<file path="src/rtl/assert_macros.svh">
// Assertion macros used by the life block controller RTL.
// Needs nothing; each macro expands to one concurrent assertion or to nothing.
`ifndef ASSERT_MACROS_SVH
`define ASSERT_MACROS_SVH
`ifndef SYNTHESIS
`define LCA_ASSERT(lbl, clk, rstn, prop, msg) \
	lbl: assert property (@(posedge clk) disable iff (!rstn) prop) else $error(msg);
`define LCA_ASSERT_NR(lbl, clk, prop, msg) \
	lbl: assert property (@(posedge clk) prop) else $error(msg);
`else
`define LCA_ASSERT(lbl, clk, rstn, prop, msg)
`define LCA_ASSERT_NR(lbl, clk, prop, msg)
`endif
`endif

</file>
<file path="src/rtl/lca_pkg.sv">
// Shared types and constants of the life block: grid size, opcodes,
// payload structs and the controller/datapath command and status bundles.
package lca_pkg;

	localparam int GRID_ROWS = 128;
	localparam int GRID_COLS = 128;

	localparam int COORD_W   = 10;
	localparam int ROW_W     = (GRID_ROWS > 1) ? $clog2(GRID_ROWS) : 1;
	localparam int COL_W     = (GRID_COLS > 1) ? $clog2(GRID_COLS) : 1;
	localparam int CNT_W     = $clog2(GRID_ROWS + 1);
	localparam int ADDR_W    = ROW_W + 1;
	localparam int RAM_DEPTH = 2 ** ADDR_W;

	localparam logic [1:0] OP_SET  = 2'd0;
	localparam logic [1:0] OP_STEP = 2'd1;
	localparam logic [1:0] OP_READ = 2'd2;

	typedef struct packed {
		logic [1:0]         operation;
		logic [COORD_W-1:0] row;
		logic [COORD_W-1:0] col;
	} item_t;

	typedef struct packed {
		logic cell_alive;
		logic out_of_range;
	} result_t;

	typedef struct packed {
		logic capture;
		logic rd_item;
		logic modify;
		logic step_init;
		logic step_issue;
		logic flip;
		logic clr_write;
		logic load_out;
	} cmd_t;

	typedef struct packed {
		logic clr_last;
		logic step_last;
		logic op_set;
		logic op_read;
		logic op_step;
		logic in_grid;
	} status_t;

endpackage

</file>
<file path="src/rtl/lca_ctrl.sv">
// Controller of the life block: sequences clearing, set/read access,
// the generation sweep and the result handoff. Uses lca_pkg and assert_macros.svh.
`include "assert_macros.svh"

module lca_ctrl (
	input  logic              clk,
	input  logic              arst_n,
	input  logic              item_valid,
	output logic              item_stall,
	output logic              result_valid,
	input  logic              result_stall,
	input  lca_pkg::status_t  status,
	output lca_pkg::cmd_t     cmd
);

	typedef enum logic [2:0] {
		CLEAR,
		IDLE,
		DECODE,
		MODIFY,
		STEP,
		STEP_END,
		RESULT
	} state_t;

	state_t state_q;
	logic   result_valid_q;
	logic   slot_free;

	assign slot_free    = !result_valid_q || !result_stall;
	assign item_stall   = (state_q != IDLE);
	assign result_valid = result_valid_q;

	always_comb begin
		cmd            = '0;
		cmd.capture    = (state_q == IDLE) && item_valid;
		cmd.rd_item    = (state_q == DECODE);
		cmd.step_init  = (state_q == DECODE);
		cmd.modify     = (state_q == MODIFY);
		cmd.step_issue = (state_q == STEP);
		cmd.flip       = (state_q == STEP_END);
		cmd.clr_write  = (state_q == CLEAR);
		cmd.load_out   = (state_q == RESULT) && slot_free;
	end

	always_ff @(posedge clk or negedge arst_n) begin
		if (!arst_n) begin
			state_q        <= CLEAR;
			result_valid_q <= 1'b0;
		end else begin
			// a new result may replace the one taken at this edge
			if (cmd.load_out) begin
				result_valid_q <= 1'b1;
			end else if (!result_stall) begin
				result_valid_q <= 1'b0;
			end
			case (state_q)
				CLEAR: begin
					if (status.clr_last) begin
						state_q <= IDLE;
					end
				end
				IDLE: begin
					if (item_valid) begin
						state_q <= DECODE;
					end
				end
				DECODE: begin
					if (status.op_step) begin
						state_q <= STEP;
					end else if ((status.op_set || status.op_read) && status.in_grid) begin
						state_q <= MODIFY;
					end else begin
						state_q <= RESULT;
					end
				end
				MODIFY: begin
					state_q <= RESULT;
				end
				STEP: begin
					if (status.step_last) begin
						state_q <= STEP_END;
					end
				end
				STEP_END: begin
					state_q <= RESULT;
				end
				RESULT: begin
					if (slot_free) begin
						state_q <= IDLE;
					end
				end
				default: begin
					state_q <= IDLE;
				end
			endcase
		end
	end

	`LCA_ASSERT(a_step_full_sweep, clk, arst_n, (state_q == STEP_END) |-> $past(status.step_last), "sweep ended before last row")
	`LCA_ASSERT(a_load_free_slot, clk, arst_n, cmd.load_out |-> (!result_valid_q || !result_stall), "result overwritten while pending")
	`LCA_ASSERT(a_modify_after_decode, clk, arst_n, (state_q == MODIFY) |-> ($past(state_q) == DECODE), "cell access without decode")
	`LCA_ASSERT(a_valid_from_result, clk, arst_n, $rose(result_valid_q) |-> ($past(state_q) == RESULT), "result raised outside handoff")

endmodule

</file>
<file path="config.mk">
export PLATFORM = sky130hd
export DESIGN_NAME = lca_ctrl
export DESIGN_NICKNAME = d
export VERILOG_FILES = /design/src/rtl/lca_pkg.sv /design/src/rtl/lca_ctrl.sv
export VERILOG_INCLUDE_DIRS = /design/src /design/src/rtl
export SDC_FILE = /design/constraint.sdc
export NUM_CORES = 1
export LEC_CHECK = 0
export BUFFER_PORTS_ARGS = -buffer_cell sky130_fd_sc_hd__buf_2
export CELL_PAD_IN_SITES_DETAIL_PLACEMENT = 0
export CELL_PAD_IN_SITES_GLOBAL_PLACEMENT = 2
export CORE_MARGIN = 5
export CORE_UTILIZATION = 19
export CTS_CLUSTER_SIZE = 30
export DETAILED_ROUTE_END_ITERATION = 10
export PLACE_DENSITY_LB_ADDON = 0.1
export SYNTH_ARGS = -nofsm -noshare
export SYNTH_HDL_FRONTEND = slang
export SYNTH_SLANG_ARGS = --single-unit
</file>
<file path="constraint.sdc">
create_clock -name clk -period 1.3 [get_ports clk]
set_input_delay 0.26 -clock clk [delete_from_list [all_inputs] [get_ports clk]]
set_output_delay 0.26 -clock clk [all_outputs]
set_load 0.05 [all_outputs]
</file>
==> metrics, run 1 <==
CORE AREA=1540 sq um; largest net degree at the start of global routing=9; share of layout cells above drive strength 1=around 73%; Worst R2R End=state_q[0]$_DFFE_PN0P_; clock sink total=4; clock slew at reported path FFs=approximately 0.04 ns; Hold Path Class=input pin to flip-flop; CTS buffer count=3; RePlAce Congestion=approximately 0.8; Clock Path Buffers=2; Final Worst Setup Slack=-0.283 ns; top-area cell type share of the netlist area=31.9%; grt ovf=0; fin nets=83; FF/Latch Area=100 sq um; Die Wd=50.7 microns; input/output buffers=19; Via density=approximately 4.8; Post-DRT Antenna Nets=0; Worst setup EP type=primary output; Worst Max-Slew Pin Slew=0.226 ns; total negative slack=-1.89 ns; antenna cell count=0; DRT Pass-1 Iters=4; CP Max Fanout=2; area grow syn2layout=131%; crit start category=flip-flop; synthesized area=between 300 and 400 sq um; filler instances=156; Avg WL per Cell=14.0 microns; syn avg cell area=8.26 sq um; Post-Syn Instances=38; RSZ-0062 raised after global routing=true; FF-to-FF Start=state_q[2]$_DFFE_PN0P_; worst skew pair latency=0.24 ns; DRT iter0 DRCs=2; die area=2570 sq um; capture point of the critical path=cmd[0]; Worst Setup SP=state_q[2]$_DFFE_PN0P_; CTS tree=done; failing checks=negative setup slack; Die Span Y=50.7 microns; Slew HR=a little over four fifths; Layout Cells excl Fill=87; Power Density=3190 nW/um^2; CTS Root Cell=clkbuf_4; all-layer global routing usage=11.0%; ys async rst share=100%; Synth Flop Type=dfrtp_1; Yosys cell types=24; Final Cycle Share=122%; antenna violations before repair=0; largest cells by area after synthesis=dfrtp_1, o21ai_0, and3_2, buf_4, nor2_1; Max rail drop VDD=0.00149 V; first-pass GRT wire length=2130 microns; crit path DAT=approximately 1.3 ns; H-tree depth=1; number of flops mapped to enable cells by yosys=0; post-detail-place hpwl=approximately 800 microns; Pleak=~0.00033 uW; CP required=1.04 ns; count of final setup violators=9; top cells by count, synth=dfrtp_1, nor2_1, o21ai_0; sequential-to-total area share from yosys stat=31.9%; num ports=20; Mapped Nets=48; Final min period=1.58 ns; final hold vios=0; area of the multi-input gates=approximately 260 sq um; final WL=~1200 microns; vias=417; crit path kind=flip-flop to primary output; residual DRC count=0; Initial Util=20.4%; Slew Limit Fails=0; Syn. warnings=0; post-synthesis register bit count=4; max cap viols=0; reg2reg setup slack=0 ns; r2r worst-path depth=6; placed cell count=74; status=complete, but fails checks; fmax=632 MHz; Synth area leader=dfrtp_1; skew final=0.00470 ns; row count=14; vias in the first global route=450
-- where the power goes --
part / switching [uW] / internal [uW]
registers: 67.1 / 192
logic: 1020 / 873
clock network: 56.1 / 104
total: 1140 / 1170
-- state kept, by name, indices dropped and copies added (netlist names) --
| register | cells |
|---|---|
| result_valid | 1 |
| state_q | 3 |
-- how the worst min path moves through the flow --
stage / cells after the start / to / start
floorplan: 0 / result_valid$_DFFE_PN0P_ / arst_n
global placement: 1 / state_q[0]$_DFFE_PN0P_ / arst_n
detailed placement: 1 / result_valid$_DFFE_PN0P_ / arst_n
CTS: 3 / result_valid$_DFFE_PN0P_ / result_stall
global route: 3 / state_q[0]$_DFFE_PN0P_ / status[4]
finish: 3 / result_valid$_DFFE_PN0P_ / result_stall
-- cells by family after synthesis --
| logic type | Yosys count | share of synthesized area [%] |
|---|---|---|
| AND/OR/NAND/NOR | 17 | 30.7 |
| AO/OA/AOI/OAI | 9 | 20.7 |
| buffers and inverters | 7 | 13.5 |
| flip-flops | 4 | 31.9 |
| multiplexers | 1 | 3.19 |
-- what timing repair did --
item                       CTS  global route
pin swaps                    7             7
hold buffers                 1             0
buffers inserted             6             5
hold endpoints to repair     4             0
gates cloned                 1             0
setup endpoints to repair    9            11
gates resized for setup     33            11
-- area by class of cell --
| cell class | count | share of cell area (%) |
|---|---|---|
| inverters | 3 | 1.55 |
| multi-input cells | 27 | 35.2 |
| repair buffers | 34 | 43.5 |
| well taps | 16 | 2.76 |
| clock buffers | 3 | 3.11 |
| flip-flops and latches | 4 | 13.8 |
-- per-layer routing --
layer / routed length, microns / up-vias / global-route usage (%)
met3: 99 / 2 / 5.33
met1: 531 / 196 / 13.3
met4: 10 / 0 / 4.68
met5: 0 / - / 0
met2: 577 / 16 / 16.3
li1: - / 203 / -
-- through the flow --
stage          util [%]  worst slack, ns  total power, uW  area, sq um  hold slack (ns)
2_1_floorplan         -           -0.267             1270          372          -0.0356
3_3_place_gp       31.3          -0.0988             1500          483           0.0680
3_5_place_dp       31.3           -0.124             1510          483           0.0691
4_1_cts            44.1           -0.277             2180          679            0.314
5_1_grt            47.0           -0.338             2450          724            0.350
6_report           47.0           -0.283             2310          724            0.335
-- worst max-delay path, stage by stage, from the launching register on --
cell	delay (ns)
dfrtp_1	0.36
inv_2	0.05
or3_4	0.38
a21oi_4	0.12
buf_6	0.17
-- cells in the final DEF, fill, tap and decap left out, types with 2 or more instances in the layout --
master    instances
nor2_1            2
buf_2            10
nor2b_1           2
buf_6            12
inv_2             2
nor2_4            2
dfrtp_1           4
clkbuf_4          3
o21ai_0           2
nand2_1           2
and3_4            2
nor3_4            2
buf_4             6
buf_8             5
(Power assumes the default switching activity.)
==> inputs of run 2 (changes only) <==
Settings changed: PLACE_DENSITY from default to 0.81, PLACE_DENSITY_LB_ADDON 0.1 to default, RECOVER_POWER from default to 100.
==> run 2 against run 1 <==
The run still ends with negative setup slack left. Critical path depth stayed put. Wire length decreased by 18%. Die area stayed put. Critical path type unchanged. Sequential power down 4%. Clock skew shrank 0.0020 ns. Highest routed layer is now met3. Worst setup slack gained 0.011 ns. Core utilization shrank 4.0 points. Via count is 5.8% lower. Global-route usage decreased by 2.5 points. First-iteration DRC count increased by 50%. Cell area shrank 8.5%. Clock power about the same.
==> metrics, run 2 (same netlist as run 1, synthesis figures left out) <==
antenna violations before repair=0; RSZ-0062 raised after global routing=true; Final min period=1.57 ns; Max rail drop VDD=0.00147 V; clock sink total=4; Slew HR=82.3%; FF-to-FF Start=state_q[2]$_DFFE_PN0P_; final WL=995 microns; DRT Pass-1 Iters=4; Avg WL per Cell=between 10 and 15 microns; crit-path cells=inv_2, or3_4, a21oi_4, buf_6; design area=663 sq um; commonest non-fill, non-tap cells in the layout=buf_6, buf_2, buf_4; all-layer global routing usage=8.43%; CTS buffer count=3; H-tree depth=1; Pleak=about 0.00030 uW; crit path DAT=1.31 ns; Worst Max-Slew Pin Slew=0.265 ns; CTS Root Cell=clkbuf_4; Post-DRT Antenna Nets=0; CORE AREA=1540 sq um; slowest cell delay on critical path=around 0.38 ns; row count=14; vias in the first global route=398; num ports=20; largest net degree at the start of global routing=11; CP max stage cell=or3_4; Die Wd=50.7 microns; CP Max Fanout=2; worst slack at placement=-0.103 ns; RePlAce Congestion=0.771; crit path kind=flip-flop to primary output; worst skew pair latency=0.24 ns; clock slew at reported path FFs=0.04 ns; dpl cell area=483 sq um; CTS tree=done; Die Span Y=50.7 microns; final hold vios=0; fmax=~640 MHz; DRT iter0 DRCs=3; vias=between 300 and 400; first-pass GRT wire length=1670 microns; Worst setup EP type=primary output; crit start category=flip-flop; share of layout cells above drive strength 1=71.2%; status=complete, but fails checks; max cap viols=0; antenna cell count=0; CP required=between 1 and 1.5 ns; Via density=4.79; count of final setup violators=11; Worst Setup SP=state_q[2]$_DFFE_PN0P_; Slew Limit Fails=0; grt ovf=0; area grow syn2layout=111%; Final Cycle Share=121%; failing checks=negative setup slack; Largest register FFs=3; Final Worst Setup Slack=-0.273 ns; die area=roughly 2600 sq um; Top reg by flops=state_q; residual DRC count=0; Power Density=3170 nW/um^2; fin nets=78; commonest non-fill, non-tap cell in the layout=buf_6; post-detail-place hpwl=between 600 and 700 microns; Initial Util=20.4%; HP Start=result_stall; input/output buffers=19; skew final=0.00272 ns; Hold Path Class=input pin to flip-flop; Clock Path Buffers=2
-- run 2: layer usage --
metal	vias up	track usage [%]	part of all wire [%]
met5	-	0	0
met4	0	0	0
met3	0	5.62	9.6
met2	15	13.2	48
met1	185	10.2	42
li1	193	-	-
-- run 2: cell type report --
cell class / count / area [sq um]
Clock buffer: 3 / 22.5
Multi-Input combinational cell: 27 / 255
Timing Repair Buffer: 29 / 254
Inverter: 3 / 11.3
Sequential cell: 4 / 100
Fill cell: 151 / 878
Tap cell: 16 / 20.0
-- run 2: timing repair --
action / 4_1_cts / 5_1_grt
gates cloned: 0 / 0
endpoints found under the setup margin: 10 / 11
setup buffers: 5 / 0
hold buffers: 1 / 0
hold endpoints to repair: 4 / 0
pin swaps: 4 / 5
gates resized for setup: 28 / 7
-- run 2: final timing paths --
check / slack, ns / endpoint / cells past startpoint
worst max-delay path: -0.27 / cmd[0] / 4
worst min-delay path: 0.33 / result_valid$_DFFE_PN0P_ / 3
worst max register to register: -0.02 / state_q[0]$_DFFE_PN0P_ / 4
worst min register to register: 0.61 / result_valid$_DFFE_PN0P_ / 2
max in group asynchronous: 0.74 / state_q[1]$_DFFE_PN0P_ / 2
min in group asynchronous: 0.38 / state_q[2]$_DFFE_PN0P_ / 2
-- run 2: through the flow --
step	power, uW	hold slack [ns]	std cells	utilization [%]	setup TNS [ns]
2_1_floorplan	1270	-0.0356	38	-	-0.980
3_3_place_gp	1490	0.0668	74	31.3	-0.0961
3_5_place_dp	1490	0.0706	74	31.3	-0.104
4_1_cts	2070	0.309	83	42.2	-1.63
5_1_grt	2210	0.368	82	43.0	-1.70
6_report	2100	0.327	82	43.0	-1.28
-- run 2: worst max-delay path, delay by kind of cell, from the launching register on --
family	cells	cell delay, ns
AOI/OAI and AO/OA	1	0.12
and+or+nand+nor	1	0.38
buffers and inverters	2	0.21
DFF	1	0.36
-- run 2: power by group --
group,switching [uW],total [uW],internal (uW),leakage (uW)
clock network,55.7,159,104,0.0000138
logic,964,1690,727,0.000238
registers,57.2,249,192,0.0000490
total,1080,2100,1020,0.000301
==> inputs of run 3 (changes only) <==
Settings changed: CORE_UTILIZATION 19 to 21, PLACE_DENSITY 0.81 to 0.87.
Clock period 1.3 ns to 1.9 ns, I/O delays scaled along.
==> run 3 against run 2 <==
The run now ends clean. Flip-flop and latch count is the same. Core utilization shrank 10 points. Sequential share of layout area grew 6.1 points. Wire length shrank 7.6%. Cell count shrank 7.3%. Critical path depth is the same. Critical path type unchanged. Highest routed layer is now met4.
==> metrics, run 3 (same netlist as run 1, synthesis figures left out) <==
status=completed; Final Cycle Share=95.2%; HP Start=result_stall; DRT Pass-1 Iters=4; RSZ-0062 raised after global routing=false; Largest register FFs=3; antenna cell count=0; CP Max Fanout=6; area grow syn2layout=50.6%; Avg WL per Cell=around 12 microns; FF-to-FF Start=state_q[2]$_DFFE_PN0P_; final WL=919 microns; Worst Setup SP=state_q[1]$_DFFE_PN0P_; reg2reg setup slack=0.61 ns; post-detail-place hpwl=731 microns; clock sink total=4; Worst path depth=4; Hold Path Class=input pin to flip-flop; fmax=553 MHz; vias in the first global route=383; all-layer global routing usage=9.26%; CORE AREA=1450 sq um; count of final setup violators=0; largest net degree at the start of global routing=11; Via density=4.67; crit path kind=flip-flop to primary output; Slew HR=60.7%; fin nets=72; CP Buf/Inv Count=2; crit-path cells=inv_2, or3_4, a21oi_2, clkbuf_2; share of layout cells above drive strength 1=between 50% and 60%; worst skew pair latency=0.23 ns; Slew Limit Fails=0; Worst R2R End=state_q[0]$_DFFE_PN0P_; clock slew at reported path FFs=0.04 ns; total negative slack=0 ns; residual DRC count=0; crit start category=flip-flop; skew final=0.00289 ns; Post-DRT Antenna Nets=0; RePlAce Congestion=between 0.7 and 0.8; CTS tree=done; CTS buffer count=3; input/output buffers=19; cts repair resizes=0; CTS Root Cell=clkbuf_4; final hold vios=0; Clock Path Buffers=2; Die Wd=about 49 microns; capture point of the critical path=cmd[0]; Die Span Y=48.7 microns; CP required=1.52 ns; r2r worst-path depth=4; worst slack at placement=about 0.35 ns; slowest cell delay on critical path=0.37 ns; Layout Cells excl Fill=76; Worst Max-Slew Pin Slew=0.591 ns; Initial Util=21.6%; commonest non-fill, non-tap cells in the layout=clkbuf_2, buf_2, dfrtp_1; commonest non-fill, non-tap cell in the layout=clkbuf_2; max cap viols=0; DRT iter0 DRCs=3; CP max stage cell=or3_4; Final Worst Setup Slack=0.0917 ns; Top reg by flops=state_q; grt ovf=0; first-pass GRT wire length=1680 microns; placed cell count=72; antenna violations before repair=0; num ports=20; H-tree depth=1; row count=14; die area=between 2000 and 2500 sq um; Final min period=1.81 ns; vias=355; Worst setup EP type=primary output; CP delay by family, top=simple AND/OR/NAND/NOR gates; crit path DAT=1.43 ns
-- run 3: stage by stage --
stage	utilization, %	instance area, sq um	hold WS (ns)
2_1_floorplan	-	337	0.0844
3_3_place_gp	30.5	443	0.190
3_5_place_dp	30.5	443	0.193
4_1_cts	32.7	475	0.415
5_1_grt	32.5	473	0.460
6_report	32.5	473	0.419
-- run 3: routing by layer --
layer	vias up	wire, microns	GRT usage [%]
met4	0	12	4.04
met5	-	0	0
met1	163	378	10.1
met2	12	441	14.3
li1	178	-	-
met3	2	86	5.52
-- run 3: cell type report --
| cell class | instances | area [sq um] |
|---|---|---|
| clock buffer | 3 | 22.5 |
| fill | 167 | 981 |
| inverter | 3 | 11.3 |
| multi-input combinational | 27 | 194 |
| sequential | 4 | 100 |
| tap | 16 | 20.0 |
| timing repair buffer | 23 | 125 |
-- run 3: worst min path at each step --
stage | endpoint | slack [ns] | cells after the start
after floorplan | result_valid$_DFFE_PN0P_ | 0.08 | 0
after global placement | result_valid$_DFFE_PN0P_ | 0.19 | 1
after detailed placement | result_valid$_DFFE_PN0P_ | 0.19 | 1
after CTS | result_valid$_DFFE_PN0P_ | 0.41 | 3
after global routing | result_valid$_DFFE_PN0P_ | 0.46 | 3
final | result_valid$_DFFE_PN0P_ | 0.42 | 3
-- run 3: timing repair --
item | CTS | global route
setup buffers | 0 | 0
hold buffers | 1 | 0
hold endpoints to repair | 4 | 0
-- run 3: worst register-to-register path: cells and delay by family, from the launching register on --
| kind | cells | cell delay [ns] |
|---|---|---|
| buf+inv | 1 | 0.17 |
| flops | 1 | 0.38 |
| simple gates | 1 | 0.37 |
| compound gates | 2 | 0.24 |
Power of run 3 is left out: the tool's default activity adds up to more than one toggle a clock period on the data nets, which glitch-free logic cannot reach.
